File: src/rtl/lfu_pkg.sv
// Shared constants and types for the LFU cache table.
package lfu_pkg;

    localparam int TABLE_DEPTH = 16;
    localparam int COUNT_WIDTH = 16;
    localparam int STAMP_WIDTH = 32;
    localparam int IDX_W       = $clog2(TABLE_DEPTH);
    localparam int CAP_W       = 5;
    localparam int DATA_W      = 32;
    localparam int FIFO_DEPTH  = 2;

    localparam logic [COUNT_WIDTH-1:0] COUNT_MAX = {COUNT_WIDTH{1'b1}};
    localparam logic [STAMP_WIDTH-1:0] STAMP_MAX = {STAMP_WIDTH{1'b1}};
    localparam logic [DATA_W-1:0]      NOT_FOUND = {DATA_W{1'b1}};
    localparam logic [CAP_W-1:0]       CAP_LIMIT = CAP_W'(TABLE_DEPTH);

    localparam logic [1:0] OP_GET     = 2'd0;
    localparam logic [1:0] OP_PUT     = 2'd1;
    localparam logic [1:0] OP_PUT_NOP = 2'd2;

    typedef struct packed {
        logic [1:0]        op;
        logic [DATA_W-1:0] key;
        logic [DATA_W-1:0] value;
    } t_req;

endpackage

File: src/rtl/lfu_req_fifo.sv
// Small request queue between the classifying front and the table engine.
module lfu_req_fifo (
    input  logic          i_clk,
    input  logic          i_rst_n,
    input  logic          i_push,
    input  lfu_pkg::t_req i_data,
    output logic          o_full,
    input  logic          i_pop,
    output logic          o_valid,
    output lfu_pkg::t_req o_data
);
    import lfu_pkg::*;

    localparam int PTR_W = $clog2(FIFO_DEPTH);

    t_req             r_mem [FIFO_DEPTH];
    logic [PTR_W-1:0] r_wr;
    logic [PTR_W-1:0] r_rd;
    logic [PTR_W:0]   r_cnt;

    assign o_full  = (r_cnt == (PTR_W+1)'(FIFO_DEPTH));
    assign o_valid = (r_cnt != '0);
    assign o_data  = r_mem[r_rd];

    always_ff @(posedge i_clk) begin
        if (!i_rst_n) begin
            r_wr  <= '0;
            r_rd  <= '0;
            r_cnt <= '0;
        end else begin
            if (i_push) begin
                r_wr <= (r_wr == PTR_W'(FIFO_DEPTH-1)) ? '0 : r_wr + 1'b1;
            end
            if (i_pop) begin
                r_rd <= (r_rd == PTR_W'(FIFO_DEPTH-1)) ? '0 : r_rd + 1'b1;
            end
            r_cnt <= r_cnt + (PTR_W+1)'(i_push) - (PTR_W+1)'(i_pop);
        end
    end

    always_ff @(posedge i_clk) begin
        if (i_push) begin
            r_mem[r_wr] <= i_data;
        end
    end

`ifndef SYNTHESIS
    ap_no_overflow: assert property (@(posedge i_clk) disable iff (!i_rst_n)
        o_full |-> !i_push) else $error("push into full queue");
    ap_no_underflow: assert property (@(posedge i_clk) disable iff (!i_rst_n)
        !o_valid |-> !i_pop) else $error("pop from empty queue");
    ap_cnt_range: assert property (@(posedge i_clk) disable iff (!i_rst_n)
        r_cnt <= (PTR_W+1)'(FIFO_DEPTH)) else $error("queue count out of range");
`endif

endmodule

File: src/rtl/lfu_engine.sv
// Table engine: scans the entries, picks hit, victim or free slot, writes back.
module lfu_engine (
    input  logic                       i_clk,
    input  logic                       i_rst_n,
    input  logic                       i_req_valid,
    input  lfu_pkg::t_req              i_req,
    output logic                       o_req_pop,
    input  logic [lfu_pkg::CAP_W-1:0]  i_cap,
    output logic                       o_valid,
    input  logic                       i_stall,
    output logic                       o_found,
    output logic [lfu_pkg::DATA_W-1:0] o_read_value
);
    import lfu_pkg::*;

    localparam logic [1:0] ST_IDLE  = 2'd0;
    localparam logic [1:0] ST_SCAN  = 2'd1;
    localparam logic [1:0] ST_WRITE = 2'd2;

    logic                   r_valid [TABLE_DEPTH];
    logic [DATA_W-1:0]      r_key   [TABLE_DEPTH];
    logic [DATA_W-1:0]      r_value [TABLE_DEPTH];
    logic [COUNT_WIDTH-1:0] r_count [TABLE_DEPTH];
    logic [STAMP_WIDTH-1:0] r_stamp [TABLE_DEPTH];
    logic [TABLE_DEPTH-1:0] w_valid_vec;

    logic [1:0]             r_state;
    logic [IDX_W-1:0]       r_idx;
    t_req                   r_req;
    logic [CAP_W-1:0]       r_occ;
    logic [STAMP_WIDTH-1:0] r_stamp_ctr;

    logic                   r_hit_v;
    logic [IDX_W-1:0]       r_hit_idx;
    logic [DATA_W-1:0]      r_hit_value;
    logic [COUNT_WIDTH-1:0] r_hit_count;
    logic                   r_vic_v;
    logic [IDX_W-1:0]       r_vic_idx;
    logic [COUNT_WIDTH-1:0] r_vic_count;
    logic [STAMP_WIDTH-1:0] r_vic_stamp;
    logic                   r_free_v;
    logic [IDX_W-1:0]       r_free_idx;

    logic                   r_ovalid;
    logic                   r_ofound;
    logic [DATA_W-1:0]      r_ovalue;

    logic                   w_e_valid;
    logic                   w_match;
    logic                   w_better;
    logic                   w_out_free;
    logic                   w_do_write;
    logic                   w_ins;
    logic                   w_ins_free;
    logic [IDX_W-1:0]       w_ins_idx;
    logic                   w_touch;

    assign w_e_valid  = r_valid[r_idx];
    assign w_match    = w_e_valid && (r_key[r_idx] == r_req.key);
    assign w_better   = w_e_valid && (!r_vic_v || (r_count[r_idx] < r_vic_count) ||
                        ((r_count[r_idx] == r_vic_count) && (r_stamp[r_idx] < r_vic_stamp)));
    assign w_out_free = !r_ovalid || !i_stall;
    assign w_do_write = (r_state == ST_WRITE) && w_out_free;
    assign o_req_pop  = (r_state == ST_IDLE) && i_req_valid;

    always_comb begin
        w_ins      = 1'b0;
        w_ins_free = 1'b0;
        w_ins_idx  = r_free_idx;
        w_touch    = r_hit_v && (r_req.op != OP_PUT_NOP);
        if (r_req.op == OP_PUT && !r_hit_v) begin
            if (r_occ >= i_cap && r_vic_v) begin
                w_ins     = 1'b1;
                w_ins_idx = r_vic_idx;
            end else if (r_free_v) begin
                w_ins      = 1'b1;
                w_ins_free = 1'b1;
            end
        end
    end

    for (genvar g = 0; g < TABLE_DEPTH; g++) begin : g_vec
        assign w_valid_vec[g] = r_valid[g];
    end

    always_ff @(posedge i_clk) begin
        if (!i_rst_n) begin
            r_state     <= ST_IDLE;
            r_occ       <= '0;
            r_stamp_ctr <= '0;
            r_ovalid    <= 1'b0;
            for (int i = 0; i < TABLE_DEPTH; i++) begin
                r_valid[i] <= 1'b0;
            end
        end else begin
            if (w_do_write) begin
                r_ovalid <= 1'b1;
            end else if (!i_stall) begin
                r_ovalid <= 1'b0;
            end
            unique case (r_state)
                ST_IDLE: begin
                    if (i_req_valid) begin
                        r_state <= ST_SCAN;
                    end
                end
                ST_SCAN: begin
                    if (r_idx == IDX_W'(TABLE_DEPTH-1)) begin
                        r_state <= ST_WRITE;
                    end
                end
                ST_WRITE: begin
                    if (w_out_free) begin
                        r_state  <= ST_IDLE;
                        if (w_touch || w_ins) begin
                            if (r_stamp_ctr != STAMP_MAX) begin
                                r_stamp_ctr <= r_stamp_ctr + 1'b1;
                            end
                        end
                        if (w_ins) begin
                            r_valid[w_ins_idx] <= 1'b1;
                        end
                        if (w_ins_free) begin
                            r_occ <= r_occ + 1'b1;
                        end
                    end
                end
                default: r_state <= ST_IDLE;
            endcase
        end
    end

    always_ff @(posedge i_clk) begin
        if (o_req_pop) begin
            r_req    <= i_req;
            r_idx    <= '0;
            r_hit_v  <= 1'b0;
            r_vic_v  <= 1'b0;
            r_free_v <= 1'b0;
        end else if (r_state == ST_SCAN) begin
            r_idx <= r_idx + 1'b1;
            if (w_match && !r_hit_v) begin
                r_hit_v     <= 1'b1;
                r_hit_idx   <= r_idx;
                r_hit_value <= r_value[r_idx];
                r_hit_count <= r_count[r_idx];
            end
            if (w_better) begin
                r_vic_v     <= 1'b1;
                r_vic_idx   <= r_idx;
                r_vic_count <= r_count[r_idx];
                r_vic_stamp <= r_stamp[r_idx];
            end
            if (!w_e_valid && !r_free_v) begin
                r_free_v   <= 1'b1;
                r_free_idx <= r_idx;
            end
        end
        if (w_do_write) begin
            r_ofound <= r_hit_v && (r_req.op != OP_PUT_NOP);
            r_ovalue <= (r_hit_v && r_req.op == OP_GET) ? r_hit_value : NOT_FOUND;
            if (w_touch) begin
                r_count[r_hit_idx] <= (r_hit_count == COUNT_MAX) ?
                                      r_hit_count : r_hit_count + 1'b1;
                r_stamp[r_hit_idx] <= r_stamp_ctr;
                if (r_req.op == OP_PUT) begin
                    r_value[r_hit_idx] <= r_req.value;
                end
            end
            if (w_ins) begin
                r_key[w_ins_idx]   <= r_req.key;
                r_value[w_ins_idx] <= r_req.value;
                r_count[w_ins_idx] <= COUNT_WIDTH'(1);
                r_stamp[w_ins_idx] <= r_stamp_ctr;
            end
        end
    end

    assign o_valid      = r_ovalid;
    assign o_found      = r_ofound;
    assign o_read_value = r_ovalue;

`ifndef SYNTHESIS
    ap_occ_matches: assert property (@(posedge i_clk) disable iff (!i_rst_n)
        $countones(w_valid_vec) == int'(r_occ)) else $error("occupancy mismatch");
    ap_stamp_mono: assert property (@(posedge i_clk) disable iff (!i_rst_n)
        r_stamp_ctr >= $past(r_stamp_ctr)) else $error("stamp counter went back");
    ap_hit_valid: assert property (@(posedge i_clk) disable iff (!i_rst_n)
        (r_state == ST_WRITE && r_hit_v) |-> r_valid[r_hit_idx])
        else $error("hit on invalid entry");
    ap_write_leaves: assert property (@(posedge i_clk) disable iff (!i_rst_n)
        w_do_write |=> (r_state == ST_IDLE && r_ovalid)) else $error("write did not respond");
`endif

endmodule

File: src/rtl/lfu_cache_table.sv
// Top level of the LFU cache table: request front, queue and table engine.
// A request passes the queue, is popped by the idle engine, scans all 16 table entries
// and is then written back; the write-back waits while the previous response is stalled.
// The engine takes one request at a time: it pops the next only after the scan and write-back.
// Reset (synchronous, active low): all entries invalid, occupancy and stamp zero,
// capacity 16, queue empty, no response pending.
module lfu_cache_table (
    input  logic                       i_clk,
    input  logic                       i_rst_n,
    // request channel
    input  logic                       i_req_valid,
    output logic                       o_req_stall,
    input  logic                       i_kind,
    input  logic [lfu_pkg::DATA_W-1:0] i_lookup_key,
    input  logic [lfu_pkg::DATA_W-1:0] i_store_value,
    // response channel
    output logic                       o_rsp_valid,
    input  logic                       i_rsp_stall,
    output logic                       o_found,
    output logic [lfu_pkg::DATA_W-1:0] o_read_value,
    // capacity register write
    input  logic                       i_cfg_valid,
    output logic                       o_cfg_ready,
    input  logic [lfu_pkg::CAP_W-1:0]  i_cfg_entries_in_use
);
    import lfu_pkg::*;

    logic [CAP_W-1:0] r_cap_cfg;
    logic [CAP_W-1:0] w_cap;
    logic             w_full;
    logic             w_push;
    t_req             w_req_in;
    logic             w_q_valid;
    t_req             w_q_data;
    logic             w_pop;

    // Config register is always writable; user must write it only while idle (not enforced).
    assign o_cfg_ready = 1'b1;

    always_ff @(posedge i_clk) begin
        if (!i_rst_n) begin
            r_cap_cfg <= CAP_LIMIT;
        end else if (i_cfg_valid) begin
            r_cap_cfg <= i_cfg_entries_in_use;
        end
    end

    // Clamp capacity to the table depth.
    assign w_cap = (r_cap_cfg > CAP_LIMIT) ? CAP_LIMIT : r_cap_cfg;

    // Front: classify the request; a put with zero capacity becomes a no-op.
    always_comb begin
        w_req_in.key   = i_lookup_key;
        w_req_in.value = i_store_value;
        if (!i_kind) begin
            w_req_in.op = OP_GET;
        end else if (w_cap == '0) begin
            w_req_in.op = OP_PUT_NOP;
        end else begin
            w_req_in.op = OP_PUT;
        end
    end

    // Stall the request side only when the queue is full.
    assign o_req_stall = w_full;
    assign w_push      = i_req_valid && !w_full;

    lfu_req_fifo u_fifo (
        .i_clk   (i_clk),
        .i_rst_n (i_rst_n),
        .i_push  (w_push),
        .i_data  (w_req_in),
        .o_full  (w_full),
        .i_pop   (w_pop),
        .o_valid (w_q_valid),
        .o_data  (w_q_data)
    );

    // Back: scan the table and answer each request in order.
    lfu_engine u_engine (
        .i_clk        (i_clk),
        .i_rst_n      (i_rst_n),
        .i_req_valid  (w_q_valid),
        .i_req        (w_q_data),
        .o_req_pop    (w_pop),
        .i_cap        (w_cap),
        .o_valid      (o_rsp_valid),
        .i_stall      (i_rsp_stall),
        .o_found      (o_found),
        .o_read_value (o_read_value)
    );

endmodule
File: config.mk
export PLATFORM = sky130hd
export DESIGN_NAME = lfu_cache_table
export DESIGN_NICKNAME = d
export VERILOG_FILES = /design/src/rtl/lfu_pkg.sv /design/src/rtl/lfu_req_fifo.sv /design/src/rtl/lfu_engine.sv /design/src/rtl/lfu_cache_table.sv
export SDC_FILE = /design/constraint.sdc
export NUM_CORES = 2
export LEC_CHECK = 0
export BUFFER_PORTS_ARGS = -buffer_cell sky130_fd_sc_hd__buf_2
export CAP_MARGIN = 0
export CORE_MARGIN = 2
export CORE_UTILIZATION = 50
export DETAILED_ROUTE_END_ITERATION = 7
export GPL_TIMING_DRIVEN = 0
export PLACE_DENSITY = 0.62
export SLEW_MARGIN = 5
export SYNTH_ARGS = -nofsm -noshare
export SYNTH_HDL_FRONTEND = slang
export SYNTH_SLANG_ARGS = --single-unit
File: constraint.sdc
create_clock -name i_clk -period 15.9 [get_ports i_clk]
set_input_delay 2.385 -clock i_clk [delete_from_list [all_inputs] [get_ports i_clk]]
set_output_delay 2.385 -clock i_clk [all_outputs]
set_load 0.005 [all_outputs]
After elaboration in Yosys (flattened, before gate mapping)

Memory sizes are Yosys's and may differ from the RTL's. A register that Yosys moved wholly into a read port is not among the register bits.
Index checks and enable logic that the tools add are counted.

Register bits after elaboration: 165
Bits in writable memories: 1940
Input port bits: 75
Output and inout port bits: 36
Word-level logic and storage cells: 149
Memories kept: 6

Memories:

| memory           | depth | width | rd ports | clocked after Yosys merged registers in | wr ports | line               | RTL |
|---|---|---|---|---|---|---|---|
| u_engine.r_key   | 16    | 32    | 1        | 1                                       | 1        | lfu_engine.sv:21   | `logic [DATA_W-1:0] r_key [TABLE_DEPTH];` |
| u_engine.r_stamp | 16    | 32    | 1        | 1                                       | 1        | lfu_engine.sv:24   | `logic [STAMP_WIDTH-1:0] r_stamp [TABLE_DEPTH];` |
| u_engine.r_value | 16    | 32    | 1        | 1                                       | 1        | lfu_engine.sv:22   | `logic [DATA_W-1:0] r_value [TABLE_DEPTH];` |
| u_engine.r_count | 16    | 16    | 1        | 1                                       | 1        | lfu_engine.sv:23   | `logic [COUNT_WIDTH-1:0] r_count [TABLE_DEPTH];` |
| u_fifo.r_mem     | 2     | 66    | 1        | 1                                       | 1        | lfu_req_fifo.sv:16 | `t_req r_mem [FIFO_DEPTH];` |
| u_engine.r_valid | 16    | 1     | 1        | 1                                       | 16       | lfu_engine.sv:20   | `logic r_valid [TABLE_DEPTH];` |

Add/subtract/negate cells: 8
$lt $le $gt $ge: 4
Equality and inequality tests: 14
Multiplexer cells: 56
Bitwise operators: 1
Reduce and logical (&&, ||, !) cells: 40

Operators by type and width:

| operator                                                        | number |
|---|---|
| 32-bit two-way mux                                              | 2 |
| 32-bit OR reduction                                             | 2 |
| 4-bit two-way mux                                               | 14 |
| 32-bit by 1-bit adder with 32-bit output, second input constant | 1 |
| 32-bit equality test                                            | 1 |
| 32-bit < comparator                                             | 1 |
| 16-bit two-way mux                                              | 2 |
| 32-bit != test, second input constant                           | 1 |
| 1-bit two-way mux                                               | 31 |
| 16-bit by 1-bit adder with 16-bit output, second input constant | 1 |
| 16-bit equality test                                            | 1 |
| 16-bit equality test, second input constant                     | 1 |
| 16-bit < comparator                                             | 1 |
| 16-bit OR reduction                                             | 1 |
| 3-bit AND reduction                                             | 5 |
| 1-bit logical AND                                               | 12 |
| 2-bit two-way mux                                               | 5 |
| 2-bit by 1-bit != test with 1-bit output, second input constant | 4 |
| 1-bit logical NOT                                               | 7 |
| 2-bit case mux with 3 select lines                              | 1 |
| 2-bit AND reduction                                             | 3 |
| 5-bit by 1-bit adder with 5-bit output, second input constant   | 1 |
| 5-bit >= comparator                                             | 1 |
| 5-bit greater-than comparator, second input constant            | 1 |
| other kinds (16)                                                | 23 |

Longest topological paths before layout

Depth after elaboration: 13
Depth in mapped cells: 18
Gate-level depth less buffers: 12

Modules after synthesis

A second synthesis with hierarchy kept.

Cell total of the unflattened synthesis: 3796
Area, all modules: 84649.9 µm²

Modules (own cells, without submodules):

| module          | instances | cells an instance | area an instance (µm²) | seq. area each (µm²) |
|---|---|---|---|---|
| lfu_engine      | 1         | 3542              | 79234.7                | 61368.9 |
| lfu_req_fifo    | 1         | 226               | 5151.2                 | 4063.9 |
| lfu_cache_table | 1         | 28                | 264.0                  | 100.1 |

Worst setup path before layout

OpenSTA, ideal clock, no wires.

Path type: reg-to-reg
Start: reg with a tool-made name
End: reg u_engine.r_hit_count[0] (read register of u_engine.r_count) (enable)
Setup time: 0.591 ns
Data arrival time: 7.286 ns
Data required time: 15.309 ns
Setup slack: 8.023 ns
Cell stages (with the launch flop): 9
Buffers on the path: 2
Clock period less this slack: 7.877 ns
Path through: dfxtp_1 > buf_6 > buf_6 > mux4_1 > mux4_2 > xnor2_1 > nand4_1 > or3_1 > nor4_1

RTL lines:

| what             | line             | RTL |
|---|---|---|
| end: declaration | lfu_engine.sv:36 | `logic [COUNT_WIDTH-1:0] r_hit_count;` |

==> flow_metrics.py <==
metrics = {
    "run_status": {
        "status": "completed",
    },
    "cts": {
        "numClockSinks": 2207,
        "clk_pin_slew_worst_paths_ns": 0.06,
        "htree_levels": 4,
        "clockBufferDepth": 3,
        "holdBufCountCts": 0,
        "cts-resized-gates": 0,
        "worstSkewPairLatency_ns": 0.86,
        "root_buffer": "clkbuf_16",
        "post-cts-setup-buffers": 0,
        "cts_tree": "done",
        "cts_buffers": 217,
    },
    "setup_path": {
        "worstRegToRegCells": 18,
        "rrSetupSlack_ns": 8.41,
        "slowest_stage": "clkbuf_1",
        "worstPathMaxFanout": 22,
        "setup.worst_path.class": "flip-flop to flip-flop",
        "endpoint_kind": "flip-flop",
        "crit_family": "buffers and inverters",
        "arrival_ns": 8.03,
        "cp_cell_sequence": "buf_4 > buf_2 > buf_2 > buf_1 > clkbuf_1 > clkbuf_1 > mux4_2 > ha_1 > nor2b_1 > o21a_1 > o21a_1 > o211ai_1 > a21oi_1 > o21ai_0 > a31oi_1 > o21ai_4 > buf_16 > buf_16",
        "cp_slowest_stage_delay_ns": 0.95,
        "timing.critical_path.buf_inv": 8,
        "critPathRequiredTime_ns": 16.45,
        "worst_r2r_endpoint": "u_engine.r_vic_count[3]",
        "cp-start-kind": "flip-flop",
    },
    "hold_path": {
        "hold_path_class": "flip-flop to flip-flop",
        "min-delay-start": "u_engine.r_valid[9]",
        "holdPathStages": 1,
        "min_delay_worst_endpoint": "u_engine.r_valid[9]",
    },
    "sta": {
        "setup_violations": 0,
        "timing.final.hold_violations": 0,
        "tightest_slew_ns": 1.37,
        "fin_setup_tns_ns": 0,
        "rsz0062_at_grt": "no",
        "fmax_ghz": 0.134,
        "min_period_over_period": 0.471,
        "min_period_ns": 7.49,
        "slew_headroom": 0.0850,
        "slew_viol_final": 0,
        "layout_setup_ws_ns": 8.41,
        "finClkSkew_ns": 0.0337,
    },
    "global_routing": {
        "grt_max_degree": 47,
        "grt_pass1_wl_mm": 298,
        "track_usage": 0.241,
        "first_global_vias": 41700,
        "antenna_found_initial": 4,
        "overflow": 0,
    },
    "final_layout": {
        "final_util": 0.581,
        "fin_cells": 6807,
        "fin_nets": 4538,
        "synthToLayoutAreaGrowth_pct": 15.4,
        "drive_gt1_frac": 0.282,
    },
    "floorplan": {
        "placement_rows": 151,
        "floorplan.initialDensity": 0.503,
        "dieArea_mm2": 0.174,
        "die_w_um": 417,
        "fp.dieH_um": 417,
        "io_pins": 111,
        "fp.coreArea_mm2": 0.169,
    },
    "synth": {
        "ys_seq_area_frac": 0.769,
        "synth_area_leader_cell": "edfxtp_1",
        "syn-cell-area_mm2": 0.0852,
        "postSynthCellCount": 3904,
        "yosysUniqueCellTypes": 80,
        "synth.avg_cell_area_um2": 21.8,
        "ys_seq_elements": 2207,
        "yosys_warnings": 0,
        "synthTopCellsByArea": "edfxtp_1 75%, mux4_2 13%, dfxtp_1 1.8%",
        "synth_top_area_share": 0.751,
        "ys_async_sr_fraction": 0,
        "synth_top_flop_cell": "edfxtp_1",
        "synth_edf_count": 2131,
        "syn_nets": 4037,
    },
    "route": {
        "wirelength_met1_mm": 85.7,
        "drt-total-wl_mm": 208,
        "first_pass_iters": 6,
        "wl_per_cell_um": 30.6,
        "route.met2.wl_mm": 103,
        "dr_total_vias": 41200,
        "highest_layer": "met5",
        "drc_errors": 0,
        "antenna_left": 0,
        "drtIter0Drc": 4374,
        "routed-wl-met3_mm": 14.1,
        "routed_via_density": 6.06,
    },
    "placed_design": {
        "gp_congestion": 0.852,
        "io_buffers": 108,
        "place_hpwl_mm": 136,
        "dp.cells": 6404,
        "pre_cts_slack_ns": 8.41,
    },
    "pwr": {
        "powerDensity_mw_per_mm2": 150,
        "power.static_leakage_uw": 0.0312,
        "ir_drop_mv": 0.130,
    },
    "flow_run": {
        "maxCapViolCount": 0,
    },
}
-- flip-flops by register name, summed over array words and instances (netlist names), 2 cells and up, named ones only --
name / flops
u_engine.r_key: 512
u_engine.r_stamp: 512
u_engine.r_value: 512
u_engine.r_count: 256
u_fifo.r_mem: 132
u_engine.r_req: 66
u_engine.o_read_value: 32
u_engine.r_hit_value: 32
u_engine.r_stamp_ctr: 32
u_engine.r_vic_stamp: 32
u_engine.r_hit_count: 16
u_engine.r_valid: 16
u_engine.r_vic_count: 16
r_cap_cfg: 5
u_engine.r_occ: 5
u_engine.r_free_idx: 4
u_engine.r_hit_idx: 4
u_engine.r_idx: 4
u_engine.r_vic_idx: 4
u_engine.r_state: 2
u_fifo.r_cnt: 2
-- placed cells by master (no fill, tap or decap), types with 44 or more instances in the layout --
cell type / instances
dfxtp_1: 76
mux2i_1: 103
nand2b_1: 54
buf_6: 60
nand2_1: 72
clkbuf_1: 139
buf_2: 148
buf_4: 72
clkinv_1: 44
mux2_2: 88
edfxtp_1: 2131
mux4_2: 481
clkbuf_16: 221
ha_1: 58
inv_1: 73
-- cell usage after synthesis, types with 8 or more instances --
cell,count
edfxtp_1,2131
mux4_2,481
mux2i_1,103
mux2_2,88
dfxtp_1,76
clkbuf_1,73
inv_1,73
nand2_1,72
nor2_1,65
ha_1,58
nand2b_1,54
buf_2,40
xor2_1,40
a21oi_1,39
nor3_1,39
nand4_1,36
xnor2_1,35
nand3_1,32
o21ai_0,30
buf_1,28
o21a_1,25
mux4_1,23
buf_4,22
and2_1,21
nor2b_1,17
o211ai_1,16
nor4_1,14
a21o_1,13
a31oi_1,13
or3_1,12
a21boi_0,8
and3_1,8
and4_1,8
o22ai_1,8
o31ai_1,8
or4_1,8
-- metal layers --
layer  GRT usage  vias to the layer above
met1       0.338                    22000
met4      0.0714                        2
li1            -                    17300
met3      0.0408                      273
met2       0.394                     1620
met5           0                        -
-- final cells by class --
type / count / area (um^2)
Fill cell: 12300 / 71000
Sequential cell: 2207 / 65500
Multi-Input combinational cell: 1449 / 18900
Clock buffer: 302 / 5950
Timing Repair Buffer: 282 / 3140
Tap cell: 2218 / 2780
Buffer: 174 / 902
Clock inverter: 100 / 877
Inverter: 74 / 278
Antenna cell: 1 / 2.50
-- report_power, final --
group          switching (uW)  total, uW  leakage, uW  internal (uW)
clock network            2150       4930      0.00332           2790
registers                 297       7100       0.0200           6810
logic                    1470       2680      0.00792           1210
total                    3910      14700       0.0312          10800
-- worst max path at each step --
stage,startpoint,endpoint,depth (start not counted)
5_1_grt,flip-flop,u_engine.r_vic_stamp[2],20
3_5_place_dp,flip-flop,u_engine.r_vic_stamp[12],19
6_report,flip-flop,u_engine.r_vic_count[3],18
4_1_cts,flip-flop,u_engine.r_vic_count[3],19
3_3_place_gp,flip-flop,u_engine.r_hit_value[10],10
2_1_floorplan,flip-flop,u_engine.r_hit_count[0],8
-- logic make-up after synthesis --
family                     count (synthesis)  share of synthesized area
AOI/OAI and AO/OA                        211                     0.0169
xor gates and xnor gates                  75                    0.00771
adders and majority gates                 58                    0.00852
buffers and inverters                    248                     0.0138
DFF                                     2207                      0.769
muxes                                    696                      0.158
other                                      1                  0.0000440
and+or+nand+nor                          408                     0.0259
-- per-stage QoR --
step	cell area (um^2)	hold WS [ns]	power [uW]
CTS	98300	0.466	14800
finish	98300	0.467	14700
detailed placement	91500	0.453	9930
global placement	88500	0.442	9890
floorplan	85200	0.435	8910
global route	98300	0.481	15200
Note: power is estimated with default switching activity, not from simulation.
